$ cat src/vszd_pkg.sv
// ----------------------------------------------------------------------------
// vszd_pkg
// shared types and codes for the variable-length size prefix decoder
// ----------------------------------------------------------------------------
package vszd_pkg;

  localparam int unsigned ByteW  = 8;
  localparam int unsigned SizeW  = 32;
  localparam int unsigned LeftW  = 3;
  localparam int unsigned PosW   = 2;

  // result status codes
  typedef enum logic [1:0] {
    STATUS_OK        = 2'd0,
    STATUS_INVALID   = 2'd1,
    STATUS_TRUNCATED = 2'd2,
    STATUS_END       = 2'd3
  } status_t;

  // one input transfer
  typedef struct packed {
    logic [ByteW-1:0] data_byte;
    logic             stream_end;
  } item_t;

  // one result transfer
  typedef struct packed {
    logic [SizeW-1:0] size_value;
    status_t          status;
  } result_t;

endpackage

$ cat src/vszd_in_stage.sv
// ----------------------------------------------------------------------------
// vszd_in_stage
// input register: holds one stream transfer until the core takes it
// ----------------------------------------------------------------------------
module vszd_in_stage (
  input  logic            clk,
  input  logic            rst,
  input  logic            in_valid,
  input  vszd_pkg::item_t in_item,
  input  logic            take,
  output logic            in_stall,
  output logic            held_valid,
  output vszd_pkg::item_t held_item
);

  logic load;

  // a free slot, or one emptied this cycle, takes the next transfer
  assign in_stall = held_valid & ~take;
  assign load     = in_valid & ~in_stall;

  always_ff @(posedge clk) begin
    if (rst) begin
      held_valid <= 1'b0;
    end else if (load) begin
      held_valid <= 1'b1;
    end else if (take) begin
      held_valid <= 1'b0;
    end
  end

  always_ff @(posedge clk) begin
    if (load) begin
      held_item <= in_item;
    end
  end

endmodule

$ cat src/vszd_core.sv
// ----------------------------------------------------------------------------
// vszd_core
// prefix state and the one-byte decode step
// ----------------------------------------------------------------------------
module vszd_core (
  input  logic              clk,
  input  logic              rst,
  input  logic              step,
  input  vszd_pkg::item_t   item,
  output logic              res_valid,
  output vszd_pkg::result_t res
);

  logic [vszd_pkg::LeftW-1:0] bytes_left, bytes_left_next;
  logic                       le_form, le_form_next;
  logic [vszd_pkg::PosW-1:0]  byte_pos, byte_pos_next;
  logic [vszd_pkg::SizeW-1:0] acc, acc_next;

  logic [vszd_pkg::ByteW-1:0] b;
  logic [vszd_pkg::SizeW-1:0] le_word;
  logic [vszd_pkg::LeftW-1:0] left_dec;
  logic                       done;

  assign b        = item.data_byte;
  assign le_word  = {{(vszd_pkg::SizeW-vszd_pkg::ByteW){1'b0}}, b} << {byte_pos, 3'b000};
  assign left_dec = bytes_left - 3'd1;

  always_comb begin
    bytes_left_next = bytes_left;
    le_form_next    = le_form;
    byte_pos_next   = byte_pos;
    acc_next        = acc;
    done            = 1'b0;
    res.size_value  = '0;
    res.status      = vszd_pkg::STATUS_OK;

    if (item.stream_end) begin
      done       = 1'b1;
      res.status = (bytes_left == '0) ? vszd_pkg::STATUS_END : vszd_pkg::STATUS_TRUNCATED;
    end else if (bytes_left == '0) begin
      if (b[7]) begin
        // one-byte form or invalid marker
        done = 1'b1;
        if (b[6]) begin
          res.status = vszd_pkg::STATUS_INVALID;
        end else begin
          res.size_value = {{(vszd_pkg::SizeW-7){1'b0}}, b[6:0]};
        end
      end else begin
        le_form_next  = 1'b0;
        byte_pos_next = '0;
        if (b[6]) begin
          acc_next        = {{(vszd_pkg::SizeW-6){1'b0}}, b[5:0]};
          bytes_left_next = 3'd1;
        end else if (b[5]) begin
          acc_next        = {{(vszd_pkg::SizeW-5){1'b0}}, b[4:0]};
          bytes_left_next = 3'd2;
        end else if (b[4]) begin
          acc_next        = {{(vszd_pkg::SizeW-4){1'b0}}, b[3:0]};
          bytes_left_next = 3'd3;
        end else begin
          acc_next        = '0;
          le_form_next    = 1'b1;
          bytes_left_next = 3'd4;
        end
      end
    end else begin
      if (le_form) begin
        acc_next      = acc | le_word;
        byte_pos_next = byte_pos + 2'd1;
      end else begin
        acc_next = {acc[vszd_pkg::SizeW-vszd_pkg::ByteW-1:0], b};
      end
      bytes_left_next = left_dec;
      if (left_dec == '0) begin
        done           = 1'b1;
        res.size_value = acc_next;
      end
    end

    // every result sends the decoder back to idle
    if (done) begin
      bytes_left_next = '0;
      le_form_next    = 1'b0;
      byte_pos_next   = '0;
      acc_next        = '0;
    end
  end

  assign res_valid = step & done;

  always_ff @(posedge clk) begin
    if (rst) begin
      bytes_left <= '0;
      le_form    <= 1'b0;
      byte_pos   <= '0;
      acc        <= '0;
    end else if (step) begin
      bytes_left <= bytes_left_next;
      le_form    <= le_form_next;
      byte_pos   <= byte_pos_next;
      acc        <= acc_next;
    end
  end

endmodule

$ cat src/vszd_out_stage.sv
// ----------------------------------------------------------------------------
// vszd_out_stage
// result register toward the consumer
// ----------------------------------------------------------------------------
module vszd_out_stage (
  input  logic              clk,
  input  logic              rst,
  input  logic              res_valid,
  input  vszd_pkg::result_t res,
  input  logic              out_stall,
  output logic              out_valid,
  output vszd_pkg::result_t out_res,
  output logic              room
);

  // the slot is free when empty or when its transfer completes this cycle
  assign room = ~out_valid | ~out_stall;

  always_ff @(posedge clk) begin
    if (rst) begin
      out_valid <= 1'b0;
    end else if (room) begin
      out_valid <= res_valid;
    end
  end

  always_ff @(posedge clk) begin
    if (room & res_valid) begin
      out_res <= res;
    end
  end

endmodule

$ cat src/varlen_size_prefix_decoder.sv
// ----------------------------------------------------------------------------
// varlen_size_prefix_decoder
// decodes variable-length size prefixes from a byte stream
// ----------------------------------------------------------------------------
//
//   channel | handshake            | payload
//   --------+----------------------+--------------------------------
//   input   | in_valid / in_stall  | data_byte[7:0], stream_end
//   output  | out_valid / out_stall| size_value[31:0], status[1:0]
//
// one transfer per cycle sustained on both sides while the output is not stalled
// a byte is held in the input register; its result is then registered in the
// result register on its way to the output
// the decode step is one shift-or into the accumulator plus a counter update
// rst (synchronous, active high) clears both valid flags and the prefix state
// a stalled output holds the result and backs up into the input register;
// in_stall rises only while both registers are full and the output is stalled
//
module varlen_size_prefix_decoder (
  input  logic        clk,
  input  logic        rst,
  // input stream
  input  logic        in_valid,
  output logic        in_stall,
  input  logic [7:0]  data_byte,
  input  logic        stream_end,
  // result stream
  output logic        out_valid,
  input  logic        out_stall,
  output logic [31:0] size_value,
  output logic [1:0]  status
);

  vszd_pkg::item_t   in_item;
  vszd_pkg::item_t   held_item;
  vszd_pkg::result_t core_res;
  vszd_pkg::result_t out_res;
  logic              held_valid;
  logic              core_res_valid;
  logic              room;
  logic              step;

  assign in_item.data_byte  = data_byte;
  assign in_item.stream_end = stream_end;

  // the held transfer is decoded whenever the result slot can take it
  assign step = held_valid & room;

  vszd_in_stage u_in (
    .clk        (clk),
    .rst        (rst),
    .in_valid   (in_valid),
    .in_item    (in_item),
    .take       (step),
    .in_stall   (in_stall),
    .held_valid (held_valid),
    .held_item  (held_item)
  );

  vszd_core u_core (
    .clk       (clk),
    .rst       (rst),
    .step      (step),
    .item      (held_item),
    .res_valid (core_res_valid),
    .res       (core_res)
  );

  vszd_out_stage u_out (
    .clk       (clk),
    .rst       (rst),
    .res_valid (core_res_valid),
    .res       (core_res),
    .out_stall (out_stall),
    .out_valid (out_valid),
    .out_res   (out_res),
    .room      (room)
  );

  assign size_value = out_res.size_value;
  assign status     = out_res.status;

endmodule

$ cat config.mk
export PLATFORM = sky130hd
export DESIGN_NAME = varlen_size_prefix_decoder
export DESIGN_NICKNAME = d
export VERILOG_FILES = /design/src/vszd_pkg.sv /design/src/vszd_in_stage.sv /design/src/vszd_core.sv /design/src/vszd_out_stage.sv /design/src/varlen_size_prefix_decoder.sv
export SDC_FILE = /design/constraint.sdc
export NUM_CORES = 1
export LEC_CHECK = 0
export ABC_CLOCK_PERIOD_IN_PS = 3000
export BUFFER_PORTS_ARGS = -buffer_cell sky130_fd_sc_hd__buf_2
export CAP_MARGIN = 20
export CORE_UTILIZATION = 40
export DETAILED_ROUTE_END_ITERATION = 12
export GPL_ROUTABILITY_DRIVEN = 0
export PLACE_DENSITY_LB_ADDON = 0.12
export RECOVER_POWER = 50
export SLEW_MARGIN = 20
export SYNTH_ARGS = -nofsm -noshare
export SYNTH_HDL_FRONTEND = slang
export SYNTH_SLANG_ARGS = --single-unit
$ cat constraint.sdc
create_clock -name clk -period 3 [get_ports clk]
set_input_delay 0.45 -clock clk [delete_from_list [all_inputs] [get_ports clk]]
set_output_delay 0.45 -clock clk [all_outputs]
set_load 0.02 [all_outputs]
### Word-level counts from Yosys, hierarchy flattened

Index checks and enable logic that the tools add are counted.

* flip-flop bits (word level): 83
* input bits: 13
* output and inout bits: 36
* logic and storage cells: 76

* $add $sub $neg: 2
* equality and inequality tests: 3
* shift operators: 1
* muxes and demuxes: 41
* bitwise gates (word level): 11
* reduce and logical (&&, ||, !) cells: 8

Operators by type and width (number)
* 32-bit two-way mux: 8
* 34-bit two-way mux: 1
* 32-bit OR: 1
* 8-bit by 5-bit << shifter with 32-bit output: 1
* 3-bit two-way mux: 7
* 1-bit two-way mux: 15
* 2-bit two-way mux: 7
* 4-bit AND reduction: 2
* 3-bit zero test: 2
* 6-bit two-way mux: 1
* 1-bit bitwise AND: 5
* 5-bit two-way mux: 1
* 4-bit two-way mux: 1
* 2-bit by 1-bit inequality test with 1-bit output, second input constant: 2
* 1-bit NOT: 4
* 2-bit nonzero test: 2
* 3-bit by 2-bit inequality test with 1-bit output, second input constant: 1
* 3-bit AND reduction: 1
* 3-bit nonzero test: 1
* 3-bit by 1-bit subtractor with 3-bit output, second input constant: 1
* 2-bit by 1-bit adder with 2-bit output, second input constant: 1
* 1-bit OR: 1

### Logic depth before layout (Yosys ltp)

* word-level depth: 8
* depth in mapped cells: 7
* mapped depth without buffers: 6

### Modules after synthesis

Synthesis repeated with hierarchy kept, for this count alone.

* cells, all modules: 383
* area, all modules: 4031.4 um^2

Modules (own cells, without submodules)
* vszd_core: instances 1, cells each 330, area each 2645.0 um^2, sequential area each 760.7 um^2
* vszd_out_stage: instances 1, cells each 39, area each 1059.8 um^2, sequential area each 1041.0 um^2
* vszd_in_stage: instances 1, cells each 13, area each 320.3 um^2, sequential area each 290.3 um^2
* varlen_size_prefix_decoder: instances 1, cells each 1, area each 6.3 um^2, sequential area each 0.0 um^2

### Worst setup path after synthesis

No wires, ideal clock.

* path type: input port to flip-flop
* from: in out_stall
* to: reg u_out.out_res[0] (netlist name)
* setup time: 425 ps
* arrival time: 2427 ps
* required time: 2575 ps
* path slack: 148 ps
* stages on the path: 4
* path buffers: 2
* cells stage by stage: a21bo_1 buf_6 clkbuf_1 nor2_1

* word-level cells in the longest chain between the ends: 5

Ends and longest elaborated chain
* from (decl): line varlen_size_prefix_decoder.sv:29 `input logic out_stall,`
* 1-bit NOT (*): line vszd_out_stage.sv:17 `assign room = ~out_valid | ~out_stall;`
* 1-bit OR (*): line vszd_out_stage.sv:17
* 1-bit bitwise AND: line varlen_size_prefix_decoder.sv:47 `assign step = held_valid & room;`
* 1-bit bitwise AND: line vszd_core.sv:90 `assign res_valid = step & done;`
* 1-bit bitwise AND (*): line vszd_out_stage.sv:28 `if (room & res_valid) begin`

Every way passes the cells marked *; elsewhere a longest branch is shown, timed or not.
A chain may end at the register's enable or synchronous reset.

### Worst setup path after layout

* from: reg u_core.bytes_left[0] in the netlist's numbering
* to: reg u_core.acc[11] in the netlist's numbering

* word-level cells in the longest chain between the ends: 7
* elaborated cells on any way between the ends: 12
* those cells by class: add/sub: 1; eq/ne: 2; mux: 6; reduce/logical: 3

Ends and longest elaborated chain
* from (decl): line vszd_core.sv:14 `logic [vszd_pkg::LeftW-1:0] bytes_left, bytes_left_next;`
* from (signal assigned): line vszd_core.sv:99 `bytes_left <= bytes_left_next;`
* 3-bit by 1-bit subtractor with 3-bit output: line vszd_core.sv:26 `assign left_dec = bytes_left - 3'd1;`
* 3-bit zero test: line vszd_core.sv:75 `if (left_dec == '0) begin`
* 1-bit two-way mux: line vszd_core.sv:75
* 1-bit two-way mux: line vszd_core.sv:40 `end else if (bytes_left == '0) begin`
* 1-bit two-way mux: line vszd_core.sv:37 `if (item.stream_end) begin`
* 3-bit by 2-bit inequality test with 1-bit output (no line) / 2-bit by 1-bit inequality test with 1-bit output (equally long branches)
* 3-bit AND reduction (no line)
* to (signal assigned): line vszd_core.sv:102 `acc <= acc_next;`
* to (decl): line vszd_core.sv:17 `logic [vszd_pkg::SizeW-1:0] acc, acc_next;`

Several ways; a longest one is shown, not always the timed one. The select of a mux whose other input is x is not followed.

==> flow_summary.yaml <==
critical_path:
  cp.required_ns: 3.28
  setup.worst_path.end_class: "register"
  startpoint: "u_core.bytes_left[0]"
  setup.worst_path.class: "register to register"
  cp.arrival_ns: 2.54
  r2r-start: "u_core.bytes_left[0]"
  rrSetupSlack_ns: 0.74
  start_kind: "register"
  cp_max_fo: 16
clock_network:
  cts_tree: "built"
  cts_max_level: 3
  clkTransAtPathRegs_ns: 0.09
  cts.hold.buffers_added: 0
  cts.path.max_buffers: 2
  root_buffer: "clkbuf_8"
  clock-sinks: 83
  clkLatencyLatePin_ns: 0.35
  numCtsBuffers: 9
  cts.repair.resized: 0
  cts_setup_buffers: 0
worst_hold_path:
  min_from: "data_byte[2]"
  hold_path_class: "primary input to register"
synth:
  synthCells: 365
  synth_seq_cells: 83
  synth_top_area_frac: 0.345
  synth_top_area_cell: "edfxtp_1"
  async_reset_ff_frac: 0
  syn-num-nets: 381
  synth-edff-count: 43
  ys_types: 48
  yosys_warnings: 0
  syn_area_per_cell_um2: 10.2
  synth_common_cells: "a21oi_1 (47), edfxtp_1 (43), nor2_1 (43)"
  syn-cell-area_um2: 3740
  yosysMostFrequentCell: "a21oi_1"
  synth_ff_type: "edfxtp_1"
  synth.yosys.seq_area_share: 0.559
  synthTopCellsByArea: "edfxtp_1 (35%), dfxtp_1 (21%), a21oi_1 (6.3%)"
global_route:
  grt_max_degree: 29
  overflow: 0
  grtUsageMet2: 0.301
  antenna_found_initial: 0
  globalRouteMet3Util: 0.0319
  grt-busiest-layer: "met2"
  first_global_vias: 2670
  track_usage: 0.184
  gr-usage-met1: 0.248
  grt_pass1_wl_um: 13800
floorplan:
  rows: 34
  die_x_um: 98.7
  ios: 49
  start_util: 0.421
  coreArea_um2: 8890
  die_area_um2: 9740
  die_height_um: 98.7
power_and_ir_drop:
  switching_power_mw: 0.548
  irDropWorstVdd_v: 0.000227
  seqPwrFrac: 0.548
  cellLeakagePower_nw: 1.38
  switching_share: 0.239
  p_per_area_nw_per_um2: 541
  comb_power_share: 0.077
  intPower_mw: 1.74
  power_frac_clock: 0.375
status:
  outcome: "complete, no violations"
routing:
  first_iter_violations: 165
  routed_wl_um: 8570
  vias: 2881
  viasPerCell: 5.56
  first_pass_iters: 5
  ant_nets: 0
  wl_per_cell_um: 16.5
  drc: 0
sta:
  slew-limit-headroom: 0.426
  fin_skew_ns: 0.0111
  max_slew.worst_pin.slew_ns: 0.854
  setup_viol: 0
  fmax_ghz: 0.443
  fin_crit_sh: 0.752
  hold_viol_final: 0
  fin_tns_setup_ns: 0
  drv_slew: 0
  timing.final.crit_period_ns: 2.26
  rsz0062_at_grt: "no"
job:
  maxCapViolCount: 0
cells_and_area:
  nNetsFinal: 421
  num_antenna_cells: 0
  design_area_um2: 4240
  num-fill-cells: 846
  syn_to_final_growth_pct: 13.2
  drive_above_1_share: 0.127
placed_design:
  io_buffers: 48
  placed_cell_area_um2: 4080
  dp_hpwl_um: 5720
[power groups by stage]
stage	Clock, mW	Combinational (mW)	Sequential (mW)
after global placement	0	0.183	1.28
after floorplan	0	0.107	1.29
after CTS	0.884	0.185	1.25
final	0.860	0.177	1.26
after global routing	0.927	0.193	1.26
after detailed placement	0	0.184	1.28
[cell type report]
| class | count | area (µm²) | area share |
|---|---|---|---|
| timing repair buffer | 58 | 279 | 0.0659 |
| clock inverter | 6 | 81.3 | 0.0192 |
| sequential | 83 | 2090 | 0.494 |
| tap | 108 | 135 | 0.0319 |
| clock buffer | 10 | 128 | 0.0301 |
| multi-input combinational | 248 | 1500 | 0.355 |
| inverter | 5 | 18.8 | 0.00443 |
[per-layer routing]
layer  routed length, µm  vias up  share of wire
met4                  86        0          0.010
met3                 362        8          0.042
met2                4080       86           0.48
met5                   0        -              0
met1                4040     1371           0.47
li1                    -     1416              -
[metrics by stage]
step           utilization  instances  setup slack [ns]  hold slack [ns]  power, mW
3_3_place_gp         0.459        502             0.855            0.435       1.46
4_1_cts              0.482        518             0.759            0.255       2.32
3_5_place_dp         0.459        502             0.799            0.445       1.46
5_1_grt              0.476        518             0.576            0.249       2.38
2_1_floorplan            -        365             0.148            0.426       1.40
6_report             0.476        518             0.744            0.267       2.29
[path summary, 6_finish.rpt]
path / end / cells past startpoint
setup / recovery: u_core.acc[11] / 6
hold / removal: u_in.held_item[3] / 1
setup reg to reg: u_core.acc[11] / 6
hold reg to reg: u_core.acc[24] / 2
[kinds of logic after synthesis]
group	Yosys count	share of synthesized area
simple gates	119	0.166
compound gates	126	0.223
flops	83	0.559
fa+ha+maj	3	0.0100
buf+inv	34	0.0411
[critical path, stage by stage, from the launching register on]
cell      delay [ns]
dfxtp_1         0.38
inv_1           0.08
ha_1            0.26
a31o_1          0.33
nor4_4          0.22
clkbuf_1        0.67
a22o_1          0.24
[cell usage in the layout, fill, tap and decap left out, drive strengths merged, types with 2 or more instances in the layout]
cell type / n
nor2: 44
a22oi: 11
buf: 21
bufinv: 2
o21ai: 23
or4: 3
nor2b: 25
ha: 3
and3: 3
a21boi: 2
nand3: 4
o2bb2ai: 2
nor3: 5
edfxtp: 43
dfxtp: 40
nand2: 22
nor4: 5
inv: 4
nand4: 3
clkinv: 5
a22o: 16
clkbuf: 47
a21oi: 47
a221oi: 2
a31oi: 12
o21bai: 2
a311oi: 2
[flip-flops by register name (all words and copies together) (netlist names)]
| register | flops |
|---|---|
| u_out.out_valid | 1 |
| u_in.held_item | 9 |
| u_core.acc | 32 |
| u_in.held_valid | 1 |
| u_core.byte_pos | 2 |
| u_core.le_form | 1 |
| u_core.bytes_left | 3 |
| u_out.out_res | 34 |
Power figures use the tool's default switching activity.
